**config.mk**
```make
export PLATFORM = sky130hd
export DESIGN_NAME = led_blink_pattern_sequencer_top_flat
export DESIGN_NICKNAME = d
export VERILOG_FILES = /design/src/sv/lbps_pkg.sv /design/src/sv/lbps_req_if.sv /design/src/sv/lbps_rsp_if.sv /design/src/sv/led_blink_pattern_sequencer_top.sv /design/src/sv/lbps_cfg.sv /design/src/sv/lbps_store.sv /design/src/sv/lbps_engine.sv /design/src/flat_wrapper.sv
export VERILOG_INCLUDE_DIRS = /design/src /design/src/sv
export SDC_FILE = /design/constraint.sdc
export NUM_CORES = 1
export LEC_CHECK = 0
export BUFFER_PORTS_ARGS = -buffer_cell sky130_fd_sc_hd__buf_2
export CAP_MARGIN = 20
export CORE_UTILIZATION = 63
export DETAILED_ROUTE_END_ITERATION = 10
export GPL_TIMING_DRIVEN = 0
export MAX_ROUTING_LAYER = met4
export PLACE_DENSITY = 0.8
export SETUP_SLACK_MARGIN = 0.5
export SLEW_MARGIN = 20
export SYNTH_ARGS = -nofsm -noshare
export SYNTH_HDL_FRONTEND = slang
export SYNTH_HIERARCHICAL = 1
export SYNTH_SLANG_ARGS = --single-unit
```
**constraint.sdc**
```tcl
create_clock -name clk -period 10 [get_ports clk]
set_clock_uncertainty 0.1 [all_clocks]
set_input_delay 1.5 -clock clk [delete_from_list [all_inputs] [get_ports clk]]
set_output_delay 1.5 -clock clk [all_outputs]
set_load 0.005 [all_outputs]
```
**src/sv/led_blink_pattern_sequencer_top_macros.svh**
```systemverilog
// ============================================================================
// LED blink pattern sequencer: assertion macros
// Shared concurrent assertion forms, clocked on clk, disabled in reset.
// ============================================================================
`ifndef LED_BLINK_PATTERN_SEQUENCER_TOP_MACROS_SVH
`define LED_BLINK_PATTERN_SEQUENCER_TOP_MACROS_SVH

// same-cycle implication
`define LBPS_ASSERT_NOW(lbl, ante, cons, msg) \
    lbl: assert property (@(posedge clk) disable iff (!rst_n) (ante) |-> (cons)) \
        else $error(msg);

// next-cycle implication
`define LBPS_ASSERT_NEXT(lbl, ante, cons, msg) \
    lbl: assert property (@(posedge clk) disable iff (!rst_n) (ante) |=> (cons)) \
        else $error(msg);

`endif

```
**src/sv/lbps_pkg.sv**
```systemverilog
// ============================================================================
// lbps_pkg
// Types and constants shared by the LED blink pattern sequencer.
// ============================================================================
package lbps_pkg;

    localparam int REQ_TYPE_W  = 3;
    localparam int MODE_W      = 3;
    localparam int DUR_W       = 32;
    localparam int COUNT_W     = 8;
    localparam int SYM_IDX_W   = 4;
    localparam int SYM_CODE_W  = 2;
    localparam int PLEN_W      = 5;
    localparam int PERIOD_W    = 16;
    localparam int CFG_IDX_W   = 3;
    localparam int CFG_DATA_W  = 16;
    localparam int SYM_SLOTS   = 16;

    localparam logic [PERIOD_W-1:0] SLOW_RST = 16'd1000;
    localparam logic [PERIOD_W-1:0] MID_RST  = 16'd500;
    localparam logic [PERIOD_W-1:0] FAST_RST = 16'd200;
    localparam logic [PERIOD_W-1:0] DASH_RST = 16'd600;
    localparam logic [PERIOD_W-1:0] DOT_RST  = 16'd200;
    localparam logic [PERIOD_W-1:0] GAP_RST  = 16'd500;

    typedef enum logic [REQ_TYPE_W-1:0] {
        REQ_TICK          = 3'd0,
        REQ_SET_MODE      = 3'd1,
        REQ_DELAY_MODE    = 3'd2,
        REQ_COUNTED       = 3'd3,
        REQ_START_PATTERN = 3'd4,
        REQ_WRITE_SYMBOL  = 3'd5
    } req_code_t;

    typedef enum logic [MODE_W-1:0] {
        MODE_OFF     = 3'd0,
        MODE_ON      = 3'd1,
        MODE_SLOW    = 3'd2,
        MODE_MID     = 3'd3,
        MODE_FAST    = 3'd4,
        MODE_PATTERN = 3'd5,
        MODE_COUNTED = 3'd6
    } mode_t;

    typedef enum logic [SYM_CODE_W-1:0] {
        SYM_GAP  = 2'd0,
        SYM_DOT  = 2'd1,
        SYM_DASH = 2'd2
    } sym_code_t;

    typedef enum logic [CFG_IDX_W-1:0] {
        CFG_SLOW_PERIOD = 3'd0,
        CFG_MID_PERIOD  = 3'd1,
        CFG_FAST_PERIOD = 3'd2,
        CFG_DASH_TIME   = 3'd3,
        CFG_DOT_TIME    = 3'd4,
        CFG_GAP_CYCLE   = 3'd5,
        CFG_ACTIVE_LOW  = 3'd6
    } cfg_index_t;

    typedef struct packed {
        logic [REQ_TYPE_W-1:0] req_type;
        logic [MODE_W-1:0]     mode_code;
        logic [DUR_W-1:0]      duration;
        logic [COUNT_W-1:0]    count;
        logic [SYM_IDX_W-1:0]  symbol_index;
        logic [SYM_CODE_W-1:0] symbol_code;
        logic [PLEN_W-1:0]     pattern_len;
    } req_t;

    typedef struct packed {
        logic              pin_level;
        logic              led_lit;
        logic              toggled;
        logic              sequence_done;
        logic [MODE_W-1:0] mode_now;
    } rsp_t;

    typedef struct packed {
        logic [PERIOD_W-1:0] slow_period;
        logic [PERIOD_W-1:0] mid_period;
        logic [PERIOD_W-1:0] fast_period;
        logic [PERIOD_W-1:0] dash_time;
        logic [PERIOD_W-1:0] dot_time;
        logic [PERIOD_W-1:0] gap_cycle;
        logic                active_low;
    } cfg_t;

    typedef struct packed {
        logic                  en;
        logic [SYM_IDX_W-1:0]  idx;
        logic [SYM_CODE_W-1:0] code;
    } sym_wr_t;

endpackage

```
**src/sv/lbps_req_if.sv**
```systemverilog
// ============================================================================
// lbps_req_if
// Request channel: valid/ready handshake with the command and tick fields.
// ============================================================================
interface lbps_req_if;
    logic                              valid;
    logic                              ready;
    logic [lbps_pkg::REQ_TYPE_W-1:0]   req_type;
    logic [lbps_pkg::MODE_W-1:0]       mode_code;
    logic [lbps_pkg::DUR_W-1:0]        duration;
    logic [lbps_pkg::COUNT_W-1:0]      count;
    logic [lbps_pkg::SYM_IDX_W-1:0]    symbol_index;
    logic [lbps_pkg::SYM_CODE_W-1:0]   symbol_code;
    logic [lbps_pkg::PLEN_W-1:0]       pattern_len;

    modport source (
        output valid, req_type, mode_code, duration, count, symbol_index,
               symbol_code, pattern_len,
        input  ready
    );

    modport sink (
        input  valid, req_type, mode_code, duration, count, symbol_index,
               symbol_code, pattern_len,
        output ready
    );
endinterface

```
**src/sv/lbps_rsp_if.sv**
```systemverilog
// ============================================================================
// lbps_rsp_if
// Result channel: valid/ready handshake with the LED status fields.
// ============================================================================
interface lbps_rsp_if;
    logic                        valid;
    logic                        ready;
    logic                        pin_level;
    logic                        led_lit;
    logic                        toggled;
    logic                        sequence_done;
    logic [lbps_pkg::MODE_W-1:0] mode_now;

    modport source (
        output valid, pin_level, led_lit, toggled, sequence_done, mode_now,
        input  ready
    );

    modport sink (
        input  valid, pin_level, led_lit, toggled, sequence_done, mode_now,
        output ready
    );
endinterface

```
**src/sv/led_blink_pattern_sequencer_top.sv**
```systemverilog
// ----------------------------------------------------------------------------
// Usage: commands and millisecond ticks arrive on the req channel, one
// transaction per item; every accepted item returns exactly one status
// transaction on rsp (pin level, lit state, toggle and done events, mode).
// Timing registers and pin polarity are written through cfg_we/cfg_index/
// cfg_data while the block is idle; writes take effect on the next edge.
// An accepted item is held in the input register and is processed by the engine
// once the result register can take it; its result is then offered from the
// result register until rsp takes it.
// Throughput: one item per cycle while rsp is not stalled, as the engine does
// the whole state update (tick add, due compare, next-due add) at once.
// Backpressure: when rsp is stalled the result register holds, the input
// register fills, and req.ready drops only once both are occupied.
// Reset: rst_n clears the LED state to off, clears pending delays and loads
// the default timing values; the symbol store keeps no reset value.
// ----------------------------------------------------------------------------
// ============================================================================
// led_blink_pattern_sequencer_top
// One LED channel sequencer: input register, engine, result register.
// ============================================================================
module led_blink_pattern_sequencer_top
#(
    parameter int PATTERN_DEPTH = 16
)
(
    input  logic                             clk,
    input  logic                             rst_n,
    lbps_req_if.sink                         req,
    lbps_rsp_if.source                       rsp,
    input  logic                             cfg_we,
    input  logic [lbps_pkg::CFG_IDX_W-1:0]   cfg_index,
    input  logic [lbps_pkg::CFG_DATA_W-1:0]  cfg_data
);

    logic                            in_valid_reg, in_valid_next;
    lbps_pkg::req_t                  in_data_reg;
    logic                            out_valid_reg, out_valid_next;
    lbps_pkg::rsp_t                  out_data_reg;

    logic                            advance;
    logic                            fire;
    lbps_pkg::req_t                  req_data;
    lbps_pkg::rsp_t                  eng_rsp;
    lbps_pkg::cfg_t                  cfg;
    lbps_pkg::sym_wr_t               sym_wr;
    logic [lbps_pkg::PLEN_W-1:0]     rd_pos;
    logic [lbps_pkg::SYM_CODE_W-1:0] rd_code;

    assign advance   = !out_valid_reg || rsp.ready;
    assign fire      = in_valid_reg && advance;
    assign req.ready = !in_valid_reg || advance;

    assign req_data.req_type     = req.req_type;
    assign req_data.mode_code    = req.mode_code;
    assign req_data.duration     = req.duration;
    assign req_data.count        = req.count;
    assign req_data.symbol_index = req.symbol_index;
    assign req_data.symbol_code  = req.symbol_code;
    assign req_data.pattern_len  = req.pattern_len;

    assign in_valid_next  = req.ready ? req.valid : in_valid_reg;
    assign out_valid_next = advance ? in_valid_reg : out_valid_reg;

    always_ff @(posedge clk or negedge rst_n)
    begin
        if (!rst_n)
        begin
            in_valid_reg  <= 1'b0;
            out_valid_reg <= 1'b0;
        end
        else
        begin
            in_valid_reg  <= in_valid_next;
            out_valid_reg <= out_valid_next;
        end
    end

    always_ff @(posedge clk)
    begin
        if (req.valid && req.ready)
        begin
            in_data_reg <= req_data;
        end
        if (fire)
        begin
            out_data_reg <= eng_rsp;
        end
    end

    lbps_cfg u_cfg
    (
        .clk       (clk),
        .rst_n     (rst_n),
        .cfg_we    (cfg_we),
        .cfg_index (cfg_index),
        .cfg_data  (cfg_data),
        .cfg       (cfg)
    );

    lbps_store #(
        .PATTERN_DEPTH (PATTERN_DEPTH)
    ) u_store
    (
        .clk     (clk),
        .sym_wr  (sym_wr),
        .rd_pos  (rd_pos),
        .rd_code (rd_code)
    );

    lbps_engine #(
        .PATTERN_DEPTH (PATTERN_DEPTH)
    ) u_engine
    (
        .clk     (clk),
        .rst_n   (rst_n),
        .fire    (fire),
        .req     (in_data_reg),
        .cfg     (cfg),
        .rd_code (rd_code),
        .rd_pos  (rd_pos),
        .sym_wr  (sym_wr),
        .rsp     (eng_rsp)
    );

    assign rsp.valid         = out_valid_reg;
    assign rsp.pin_level     = out_data_reg.pin_level;
    assign rsp.led_lit       = out_data_reg.led_lit;
    assign rsp.toggled       = out_data_reg.toggled;
    assign rsp.sequence_done = out_data_reg.sequence_done;
    assign rsp.mode_now      = out_data_reg.mode_now;

endmodule

```
**src/sv/lbps_cfg.sv**
```systemverilog
// ============================================================================
// lbps_cfg
// Configuration register file: timing values and pin polarity.
// ============================================================================
module lbps_cfg
(
    input  logic                             clk,
    input  logic                             rst_n,
    input  logic                             cfg_we,
    input  logic [lbps_pkg::CFG_IDX_W-1:0]   cfg_index,
    input  logic [lbps_pkg::CFG_DATA_W-1:0]  cfg_data,
    output lbps_pkg::cfg_t                   cfg
);

    lbps_pkg::cfg_t cfg_reg;
    lbps_pkg::cfg_t cfg_next;

    always_comb
    begin
        cfg_next = cfg_reg;
        if (cfg_we)
        begin
            unique case (cfg_index)
                lbps_pkg::CFG_SLOW_PERIOD: cfg_next.slow_period = cfg_data;
                lbps_pkg::CFG_MID_PERIOD:  cfg_next.mid_period  = cfg_data;
                lbps_pkg::CFG_FAST_PERIOD: cfg_next.fast_period = cfg_data;
                lbps_pkg::CFG_DASH_TIME:   cfg_next.dash_time   = cfg_data;
                lbps_pkg::CFG_DOT_TIME:    cfg_next.dot_time    = cfg_data;
                lbps_pkg::CFG_GAP_CYCLE:   cfg_next.gap_cycle   = cfg_data;
                lbps_pkg::CFG_ACTIVE_LOW:  cfg_next.active_low  = cfg_data[0];
                default: ;
            endcase
        end
    end

    always_ff @(posedge clk or negedge rst_n)
    begin
        if (!rst_n)
        begin
            cfg_reg.slow_period <= lbps_pkg::SLOW_RST;
            cfg_reg.mid_period  <= lbps_pkg::MID_RST;
            cfg_reg.fast_period <= lbps_pkg::FAST_RST;
            cfg_reg.dash_time   <= lbps_pkg::DASH_RST;
            cfg_reg.dot_time    <= lbps_pkg::DOT_RST;
            cfg_reg.gap_cycle   <= lbps_pkg::GAP_RST;
            cfg_reg.active_low  <= 1'b0;
        end
        else
        begin
            cfg_reg <= cfg_next;
        end
    end

    assign cfg = cfg_reg;

endmodule

```
**src/sv/lbps_store.sv**
```systemverilog
// ============================================================================
// lbps_store
// Pattern symbol store: one write port, one combinational read port.
// ============================================================================
module lbps_store
#(
    parameter int PATTERN_DEPTH = 16
)
(
    input  logic                              clk,
    input  lbps_pkg::sym_wr_t                 sym_wr,
    input  logic [lbps_pkg::PLEN_W-1:0]       rd_pos,
    output logic [lbps_pkg::SYM_CODE_W-1:0]   rd_code
);

    // only the first slots are reachable by a write
    localparam int DEPTH = (PATTERN_DEPTH < lbps_pkg::SYM_SLOTS) ?
                           PATTERN_DEPTH : lbps_pkg::SYM_SLOTS;
    localparam int AW    = (DEPTH > 1) ? $clog2(DEPTH) : 1;

    logic [lbps_pkg::SYM_CODE_W-1:0] mem [DEPTH];

    always_ff @(posedge clk)
    begin
        if (sym_wr.en && (32'(sym_wr.idx) < DEPTH))
        begin
            mem[sym_wr.idx[AW-1:0]] <= sym_wr.code;
        end
    end

    always_comb
    begin
        if (32'(rd_pos) < DEPTH)
        begin
            rd_code = mem[rd_pos[AW-1:0]];
        end
        else
        begin
            rd_code = lbps_pkg::SYM_GAP;
        end
    end

endmodule

```
**src/sv/lbps_engine.sv**
```systemverilog
// ============================================================================
// lbps_engine
// LED channel state and the processing of one transaction on each fire.
// ============================================================================
`include "led_blink_pattern_sequencer_top_macros.svh"

module lbps_engine
#(
    parameter int PATTERN_DEPTH = 16
)
(
    input  logic                              clk,
    input  logic                              rst_n,
    input  logic                              fire,
    input  lbps_pkg::req_t                    req,
    input  lbps_pkg::cfg_t                    cfg,
    input  logic [lbps_pkg::SYM_CODE_W-1:0]   rd_code,
    output logic [lbps_pkg::PLEN_W-1:0]       rd_pos,
    output lbps_pkg::sym_wr_t                 sym_wr,
    output lbps_pkg::rsp_t                    rsp
);

    localparam int LEN_CAP_I = (PATTERN_DEPTH > 31) ? 31 : PATTERN_DEPTH;
    localparam logic [lbps_pkg::PLEN_W-1:0] LEN_CAP = lbps_pkg::PLEN_W'(LEN_CAP_I);

    localparam int DW = lbps_pkg::DUR_W;
    localparam int PW = lbps_pkg::PLEN_W;
    localparam int CW = lbps_pkg::COUNT_W;

    logic [DW-1:0]             tick_now_reg, tick_now_next;
    logic [DW-1:0]             next_due_reg, next_due_next;
    logic [DW-1:0]             delay_due_reg, delay_due_next;
    logic                      delay_pending_reg, delay_pending_next;
    logic [lbps_pkg::MODE_W-1:0] pending_mode_reg, pending_mode_next;
    lbps_pkg::mode_t           cur_mode_reg, cur_mode_next;
    logic                      lit_reg, lit_next;
    logic [DW-1:0]             half_period_reg, half_period_next;
    logic [CW-1:0]             blinks_left_reg, blinks_left_next;
    logic [PW-1:0]             play_pos_reg, play_pos_next;
    logic [PW-1:0]             play_len_reg, play_len_next;
    logic [CW-1:0]             repeat_target_reg, repeat_target_next;
    logic [CW-1:0]             repeat_done_reg, repeat_done_next;

    logic                      is_tick, is_pat;
    logic [PW-1:0]             len_sat;
    logic [DW-1:0]             pre_tick, pre_nd;
    lbps_pkg::mode_t           pre_mode;
    logic [PW-1:0]             pre_pos, pre_len;
    logic [CW-1:0]             pre_rdone, pre_rtgt;
    logic                      due;

    lbps_pkg::mode_t           post_mode;
    logic                      post_lit;
    logic [CW-1:0]             post_blinks;
    logic [PW-1:0]             post_pos;
    logic [CW-1:0]             post_rdone;
    logic [DW-1:0]             post_nd;
    logic                      step_tog, step_done;
    logic [DW-1:0]             nd_base, nd_add;
    logic                      nd_upd;
    logic [PW-1:0]             pos_inc;
    logic [CW-1:0]             rdone_inc;

    logic                      apply_en;
    logic [lbps_pkg::MODE_W-1:0] apply_code;
    lbps_pkg::mode_t           apply_mode;

    // ---------------- state before the mode step ----------------
    assign is_tick = fire && (req.req_type == lbps_pkg::REQ_TICK);
    assign is_pat  = fire && (req.req_type == lbps_pkg::REQ_START_PATTERN);
    assign len_sat = (req.pattern_len > LEN_CAP) ? LEN_CAP : req.pattern_len;

    assign pre_tick  = is_tick ? (tick_now_reg + 32'd1) : tick_now_reg;
    assign pre_nd    = is_pat  ? tick_now_reg : next_due_reg;
    assign pre_mode  = is_pat  ? lbps_pkg::MODE_PATTERN : cur_mode_reg;
    assign pre_pos   = is_pat  ? '0 : play_pos_reg;
    assign pre_len   = is_pat  ? len_sat : play_len_reg;
    assign pre_rdone = is_pat  ? '0 : repeat_done_reg;
    assign pre_rtgt  = is_pat  ? req.count : repeat_target_reg;
    assign due       = (is_tick || is_pat) && (pre_tick >= pre_nd);
    assign rd_pos    = pre_pos;

    // ---------------- mode step ----------------
    always_comb
    begin
        post_mode   = pre_mode;
        post_lit    = lit_reg;
        post_blinks = blinks_left_reg;
        post_pos    = pre_pos;
        post_rdone  = pre_rdone;
        step_tog    = 1'b0;
        step_done   = 1'b0;
        nd_base     = pre_nd;
        nd_add      = half_period_reg;
        nd_upd      = 1'b0;
        pos_inc     = pre_pos + PW'(1);
        rdone_inc   = pre_rdone + CW'(1);
        if (due)
        begin
            unique case (pre_mode)
                lbps_pkg::MODE_PATTERN:
                begin
                    if (pre_pos < pre_len)
                    begin
                        nd_base = pre_tick;
                        nd_upd  = 1'b1;
                        unique case (rd_code)
                            lbps_pkg::SYM_DASH:
                            begin
                                post_lit = !lit_reg;
                                step_tog = 1'b1;
                                nd_add   = {16'd0, cfg.dash_time};
                            end
                            lbps_pkg::SYM_DOT:
                            begin
                                post_lit = !lit_reg;
                                step_tog = 1'b1;
                                nd_add   = post_lit ? {16'd0, cfg.dot_time}
                                                    : {15'd0, cfg.dot_time, 1'b0};
                            end
                            default:
                            begin
                                nd_add   = {15'd0, cfg.gap_cycle, 1'b0};
                                post_lit = 1'b0;
                                step_tog = lit_reg;
                            end
                        endcase
                        if (!post_lit)
                        begin
                            if (pos_inc >= pre_len)
                            begin
                                post_pos = '0;
                                if (rdone_inc >= pre_rtgt)
                                begin
                                    post_rdone = '0;
                                    post_mode  = lbps_pkg::MODE_OFF;
                                    step_done  = 1'b1;
                                end
                                else
                                begin
                                    post_rdone = rdone_inc;
                                end
                            end
                            else
                            begin
                                post_pos = pos_inc;
                            end
                        end
                    end
                end
                lbps_pkg::MODE_COUNTED:
                begin
                    if (blinks_left_reg != '0)
                    begin
                        post_lit = !lit_reg;
                        step_tog = 1'b1;
                        nd_upd   = 1'b1;
                        if (!post_lit)
                        begin
                            post_blinks = blinks_left_reg - CW'(1);
                            step_done   = (post_blinks == '0);
                        end
                    end
                end
                lbps_pkg::MODE_SLOW, lbps_pkg::MODE_MID, lbps_pkg::MODE_FAST:
                begin
                    post_lit = !lit_reg;
                    step_tog = 1'b1;
                    nd_upd   = 1'b1;
                end
                default: ;
            endcase
        end
        post_nd = nd_upd ? (nd_base + nd_add) : pre_nd;
    end

    // ---------------- request decode and mode apply ----------------
    always_comb
    begin
        tick_now_next      = tick_now_reg;
        next_due_next      = next_due_reg;
        delay_due_next     = delay_due_reg;
        delay_pending_next = delay_pending_reg;
        pending_mode_next  = pending_mode_reg;
        cur_mode_next      = cur_mode_reg;
        lit_next           = lit_reg;
        half_period_next   = half_period_reg;
        blinks_left_next   = blinks_left_reg;
        play_pos_next      = play_pos_reg;
        play_len_next      = play_len_reg;
        repeat_target_next = repeat_target_reg;
        repeat_done_next   = repeat_done_reg;
        apply_en           = 1'b0;
        apply_code         = req.mode_code;
        sym_wr.en          = 1'b0;
        sym_wr.idx         = req.symbol_index;
        sym_wr.code        = req.symbol_code;

        if (fire)
        begin
            unique case (req.req_type)
                lbps_pkg::REQ_TICK:
                begin
                    tick_now_next    = pre_tick;
                    next_due_next    = post_nd;
                    cur_mode_next    = post_mode;
                    lit_next         = post_lit;
                    blinks_left_next = post_blinks;
                    play_pos_next    = post_pos;
                    repeat_done_next = post_rdone;
                    if (delay_pending_reg && (pre_tick >= delay_due_reg))
                    begin
                        delay_pending_next = 1'b0;
                        delay_due_next     = '0;
                        apply_en           = 1'b1;
                        apply_code         = pending_mode_reg;
                    end
                end
                lbps_pkg::REQ_SET_MODE:
                begin
                    apply_en = 1'b1;
                end
                lbps_pkg::REQ_DELAY_MODE:
                begin
                    pending_mode_next  = req.mode_code;
                    delay_due_next     = tick_now_reg + req.duration;
                    delay_pending_next = 1'b1;
                end
                lbps_pkg::REQ_COUNTED:
                begin
                    half_period_next = req.duration;
                    blinks_left_next = req.count;
                    cur_mode_next    = lbps_pkg::MODE_COUNTED;
                end
                lbps_pkg::REQ_START_PATTERN:
                begin
                    next_due_next      = post_nd;
                    cur_mode_next      = post_mode;
                    lit_next           = post_lit;
                    play_pos_next      = post_pos;
                    play_len_next      = pre_len;
                    repeat_target_next = pre_rtgt;
                    repeat_done_next   = post_rdone;
                end
                lbps_pkg::REQ_WRITE_SYMBOL:
                begin
                    sym_wr.en = (32'(req.symbol_index) < PATTERN_DEPTH);
                end
                default: ;
            endcase
        end

        apply_mode = (apply_code > lbps_pkg::MODE_FAST) ? lbps_pkg::MODE_FAST
                                                         : lbps_pkg::mode_t'(apply_code);
        if (apply_en)
        begin
            cur_mode_next = apply_mode;
            unique case (apply_mode)
                lbps_pkg::MODE_OFF:  lit_next = 1'b0;
                lbps_pkg::MODE_ON:   lit_next = 1'b1;
                lbps_pkg::MODE_SLOW: half_period_next = {16'd0, cfg.slow_period};
                lbps_pkg::MODE_MID:  half_period_next = {16'd0, cfg.mid_period};
                default:             half_period_next = {16'd0, cfg.fast_period};
            endcase
        end

        rsp.pin_level     = lit_next ^ cfg.active_low;
        rsp.led_lit       = lit_next;
        rsp.toggled       = is_tick || is_pat ? step_tog : 1'b0;
        rsp.sequence_done = is_tick || is_pat ? step_done : 1'b0;
        rsp.mode_now      = cur_mode_next;
    end

    always_ff @(posedge clk or negedge rst_n)
    begin
        if (!rst_n)
        begin
            tick_now_reg      <= '0;
            next_due_reg      <= '0;
            delay_due_reg     <= '0;
            delay_pending_reg <= 1'b0;
            pending_mode_reg  <= lbps_pkg::MODE_OFF;
            cur_mode_reg      <= lbps_pkg::MODE_OFF;
            lit_reg           <= 1'b0;
            half_period_reg   <= '0;
            blinks_left_reg   <= '0;
            play_pos_reg      <= '0;
            play_len_reg      <= '0;
            repeat_target_reg <= '0;
            repeat_done_reg   <= '0;
        end
        else
        begin
            tick_now_reg      <= tick_now_next;
            next_due_reg      <= next_due_next;
            delay_due_reg     <= delay_due_next;
            delay_pending_reg <= delay_pending_next;
            pending_mode_reg  <= pending_mode_next;
            cur_mode_reg      <= cur_mode_next;
            lit_reg           <= lit_next;
            half_period_reg   <= half_period_next;
            blinks_left_reg   <= blinks_left_next;
            play_pos_reg      <= play_pos_next;
            play_len_reg      <= play_len_next;
            repeat_target_reg <= repeat_target_next;
            repeat_done_reg   <= repeat_done_next;
        end
    end

    // ---------------- assertions ----------------
    `LBPS_ASSERT_NOW(a_step_toggle_flips, step_tog, post_lit != lit_reg,
        "step toggle without lit change")
    `LBPS_ASSERT_NOW(a_pos_in_range,
        (cur_mode_reg == lbps_pkg::MODE_PATTERN) && (play_len_reg != '0),
        play_pos_reg < play_len_reg, "pattern position past length")
    `LBPS_ASSERT_NOW(a_len_capped, 1'b1, play_len_reg <= LEN_CAP,
        "pattern length above store depth")
    `LBPS_ASSERT_NEXT(a_idle_holds, !fire,
        $stable(tick_now_reg) && $stable(cur_mode_reg) && $stable(lit_reg),
        "state changed without a transaction")

endmodule

```
**src/flat_wrapper.sv**
```systemverilog
// flat-port wrapper written by rule: the top's interface ports become plain ports
module led_blink_pattern_sequencer_top_flat 
#(
    parameter int PATTERN_DEPTH = 16
)
  (clk, rst_n, cfg_we, cfg_index, cfg_data, req_valid, req_req_type, req_mode_code, req_duration, req_count, req_symbol_index, req_symbol_code, req_pattern_len, req_ready, rsp_valid, rsp_pin_level, rsp_led_lit, rsp_toggled, rsp_sequence_done, rsp_mode_now, rsp_ready);
  lbps_req_if req_i ();
  lbps_rsp_if rsp_i ();
  input  logic clk;
  input  logic rst_n;
  input  logic cfg_we;
  input  logic [lbps_pkg::CFG_IDX_W-1:0] cfg_index;
  input  logic [lbps_pkg::CFG_DATA_W-1:0] cfg_data;
  input wire logic [$bits(req_i.valid)-1:0] req_valid;
  input wire logic [$bits(req_i.req_type)-1:0] req_req_type;
  input wire logic [$bits(req_i.mode_code)-1:0] req_mode_code;
  input wire logic [$bits(req_i.duration)-1:0] req_duration;
  input wire logic [$bits(req_i.count)-1:0] req_count;
  input wire logic [$bits(req_i.symbol_index)-1:0] req_symbol_index;
  input wire logic [$bits(req_i.symbol_code)-1:0] req_symbol_code;
  input wire logic [$bits(req_i.pattern_len)-1:0] req_pattern_len;
  output wire logic [$bits(req_i.ready)-1:0] req_ready;
  output wire logic [$bits(rsp_i.valid)-1:0] rsp_valid;
  output wire logic [$bits(rsp_i.pin_level)-1:0] rsp_pin_level;
  output wire logic [$bits(rsp_i.led_lit)-1:0] rsp_led_lit;
  output wire logic [$bits(rsp_i.toggled)-1:0] rsp_toggled;
  output wire logic [$bits(rsp_i.sequence_done)-1:0] rsp_sequence_done;
  output wire logic [$bits(rsp_i.mode_now)-1:0] rsp_mode_now;
  input wire logic [$bits(rsp_i.ready)-1:0] rsp_ready;
  assign req_i.valid = req_valid;
  assign req_i.req_type = req_req_type;
  assign req_i.mode_code = req_mode_code;
  assign req_i.duration = req_duration;
  assign req_i.count = req_count;
  assign req_i.symbol_index = req_symbol_index;
  assign req_i.symbol_code = req_symbol_code;
  assign req_i.pattern_len = req_pattern_len;
  assign req_ready = req_i.ready;
  assign rsp_valid = rsp_i.valid;
  assign rsp_pin_level = rsp_i.pin_level;
  assign rsp_led_lit = rsp_i.led_lit;
  assign rsp_toggled = rsp_i.toggled;
  assign rsp_sequence_done = rsp_i.sequence_done;
  assign rsp_mode_now = rsp_i.mode_now;
  assign rsp_i.ready = rsp_ready;
  led_blink_pattern_sequencer_top #(.PATTERN_DEPTH(PATTERN_DEPTH)) u_core (.clk(clk), .rst_n(rst_n), .req(req_i), .rsp(rsp_i), .cfg_we(cfg_we), .cfg_index(cfg_index), .cfg_data(cfg_data));
endmodule
```
==> flow_metrics.py <==
metrics = {
    "logic_synthesis": {
        "avgSynthCellArea_um2": 10.1,
        "async_reset_ff_frac": 0.737,
        "synth_nets": 2398,
        "yosys_warnings": 6,
        "syn_inst": 2168,
        "synth-edff-count": 96,
        "ys_ff_latch": 365,
        "synth_seq_area_share": 0.442,
        "synth_cell_type_count": 101,
        "synth_area_um2": 21800,
        "synthFlopType": "dfrtp_1",
    },
    "final_layout": {
        "layout_commonest_cell": "dfrtp_1",
        "areaGrowthSynthToFinish_pct": 12.6,
        "final_nets": 2536,
        "antenna_cells": 0,
        "drive_gt1_frac": 0.181,
        "largest_reg_flops": 97,
        "layout_common_cells": "dfrtp_1, nand2_1, nor2_1",
    },
    "clock_network": {
        "insertion_delay_ns": 0.56,
        "cts_htree_levels": 2,
        "cts_buffer_depth": 3,
        "cts_sinks": 365,
        "cts_inserted_buffers": 41,
        "clkTransAtPathRegs_ns": 0.06,
        "cts-root-buf": "clkbuf_16",
        "tritoncts": "built",
    },
    "sta": {
        "rsz0062_at_grt": "false",
        "fin_tns_setup_ns": 0,
        "hold_viol": 0,
        "setup_viol": 0,
        "relSlewSlack": 0.280,
        "slew_violations": 0,
        "timing.final.crit_share": 0.929,
        "fmax_ghz": 0.108,
        "finalWorstPathRequiredPeriod_ns": 9.29,
        "worstMarginPinSlew_ns": 1.08,
        "postLayoutSetupSlackWorst_ns": 0.715,
    },
    "worst_setup_path": {
        "max_stage_delay_ns": 0.62,
        "crit_top_cell": "clkbuf_2",
        "arrival_ns": 9.62,
        "r2r_setup_slack_ns": 1.24,
        "cp_num_buf_inv": 9,
        "critPathTopFamily": "buffers and inverters",
        "r2r-start": "u_core/in_data_reg[55]",
        "critPathMaxFanout": 10,
        "worstReg2RegEnd": "u_core/u_engine/next_due_reg[31]",
        "startpoint_type": "input port",
        "crit_slowest_cell": "mux4_1",
        "worstSetupPathType": "input port to flop",
        "required_ns": 10.34,
        "rr_worst_depth": 28,
        "end_kind": "flop",
    },
    "floorplanning": {
        "rows": 67,
        "pin_count": 90,
        "die_h_um": 188,
        "die-area_um2": 35400,
        "initial_core_util": 0.646,
        "die_x_um": 188,
        "core_um2": 33800,
    },
    "global_route": {
        "grt_antenna_before_repair": 0,
        "grt_max_degree": 106,
        "track_usage": 0.375,
        "grt_pass1_wl_mm": 98.9,
        "grt_pass1_vias": 17900,
        "overflow": 0,
    },
    "drt": {
        "avgViaCountPerCell": 6.43,
        "final_antenna_net_count": 0,
        "totalWireLength_mm": 64.4,
        "drtPass1Iterations": 6,
        "vias": 17900,
        "drc": 0,
        "drt_first_iter_violations": 1564,
        "wire_per_inst_um": 23.1,
    },
    "placement": {
        "place.port_buffers": 88,
        "pre_cts_ws_ns": -1.80,
        "hpwl_mm": 47.7,
        "place.gp.congestion": 1.00,
    },
    "power": {
        "vdd_drop_max_mv": 0.199,
        "cellPowerDensity_nw_per_um2": 205,
        "p_leak_nw": 11.3,
    },
    "run_status": {
        "status": "complete, no violations",
    },
    "hold_path": {
        "min_path_cells": 2,
        "hp-class": "flop to flop",
        "holdPathEnd": "u_core/u_engine/play_len_reg[1]",
        "hold_start": "u_core/u_engine/play_len_reg[1]",
    },
    "flow_run": {
        "drv_cap": 0,
    },
}
==> cells in the mapped netlist (14+ instances only) <==
master	number	share of area
a211oi_1	14	0.0048
a21o_1	26	0.0089
a21oi_1	193	0.044
a22oi_1	19	0.0065
and2_1	23	0.0066
and3_1	14	0.0040
buf_2	20	0.0046
clkbuf_1	59	0.010
dfrtp_1	241	0.28
dfstp_2	28	0.034
edfxtp_1	96	0.13
ha_1	147	0.084
inv_1	76	0.013
mux2_2	115	0.059
mux2i_1	62	0.028
nand2_1	216	0.037
nand2b_1	17	0.0049
nand3_1	53	0.012
nand4_1	24	0.0069
nor2_1	206	0.035
nor2b_1	18	0.0052
nor3_1	21	0.0048
o21ai_0	70	0.016
o21ai_1	18	0.0041
o22ai_1	41	0.012
xnor2_1	65	0.026
xor2_1	58	0.023
==> metal layers <==
| metal | global-route usage | wire (um) | part of all wire | vias to the layer above |
|---|---|---|---|---|
| met5 | - | 0 | 0 | - |
| met4 | 0.186 | 3490 | 0.054 | 0 |
| met3 | 0.0524 | 4170 | 0.065 | 206 |
| met2 | 0.613 | 31000 | 0.48 | 751 |
| met1 | 0.455 | 25700 | 0.40 | 8862 |
| li1 | - | - | - | 8103 |
==> worst register-to-register path: cells and delay by family, from the launching register on <==
family                     cells  cell delay [ns]
DFF                            1             0.34
adders and majority gates      2             0.68
muxes                          2             0.97
xor gates and xnor gates       1             0.16
and+or+nand+nor                3             0.78
buffers and inverters          9             3.02
AOI/OAI and AO/OA             11             2.60
==> cell type report <==
type | count | area [um^2]
buffer | 103 | 572
clock buffer | 58 | 1180
clock inverter | 17 | 238
fill | 2451 | 9210
inverter | 76 | 285
multi-input combinational | 1624 | 11500
sequential | 365 | 9650
tap | 448 | 561
timing repair buffer | 95 | 543
==> where the power goes <==
| group | internal (W) | switching (W) |
|---|---|---|
| combinational | 0.000624 | 0.000849 |
| sequential | 0.00181 | 0.000167 |
| clock | 0.000955 | 0.000627 |
| total | 0.00339 | 0.00164 |
==> cell families (layout without fill, tap and decap cells) <==
| family | after synthesis | count (layout) | synth area share |
|---|---|---|---|
| AO/OA/AOI/OAI | 501 | 501 | 0.144 |
| AND/OR/NAND/NOR | 667 | 667 | 0.147 |
| XOR/XNOR | 124 | 124 | 0.0504 |
| adder cells (fa/ha/maj) | 149 | 149 | 0.0861 |
| flip-flops | 365 | 365 | 0.442 |
| buffers and inverters | 179 | 349 | 0.0371 |
| multiplexers | 183 | 183 | 0.0939 |
==> stage by stage <==
stage	hold WS [ns]	instance area, um^2	cells	power [W]	utilization
final	0.368	24600	2786	0.00503	0.727
after global routing	0.387	24600	2786	0.00527	0.727
after CTS	0.370	24400	2784	0.00500	0.723
after detailed placement	0.356	22900	2707	0.00341	0.678
after global placement	0.346	22800	2704	0.00334	0.676
after floorplan	0.333	21800	2168	0.00300	-
==> how the worst max path moves through the flow <==
stage,cells after the start,slack [ns],from,to
final,30,0.71,rsp_ready,u_core/u_engine/next_due_reg[31]
after global routing,33,0.51,rsp_ready,u_core/u_engine/next_due_reg[31]
after CTS,30,0.51,rsp_ready,u_core/u_engine/next_due_reg[31]
after detailed placement,30,-1.80,rsp_ready,u_core/u_engine/next_due_reg[30]
after global placement,35,-1.73,rsp_ready,u_core/u_engine/next_due_reg[31]
after floorplan,34,0.82,rsp_ready,u_core/u_engine/next_due_reg[31]
==> timing repair <==
item | 4_1_cts | 5_1_grt
setup endpoints to repair | 24 | 10
gates resized for setup | 35 | 37
pin swaps | 1 | 1
buffers inserted | 2 | 2
hold buffers | 0 | 0
Power figures use the tool's default switching activity.
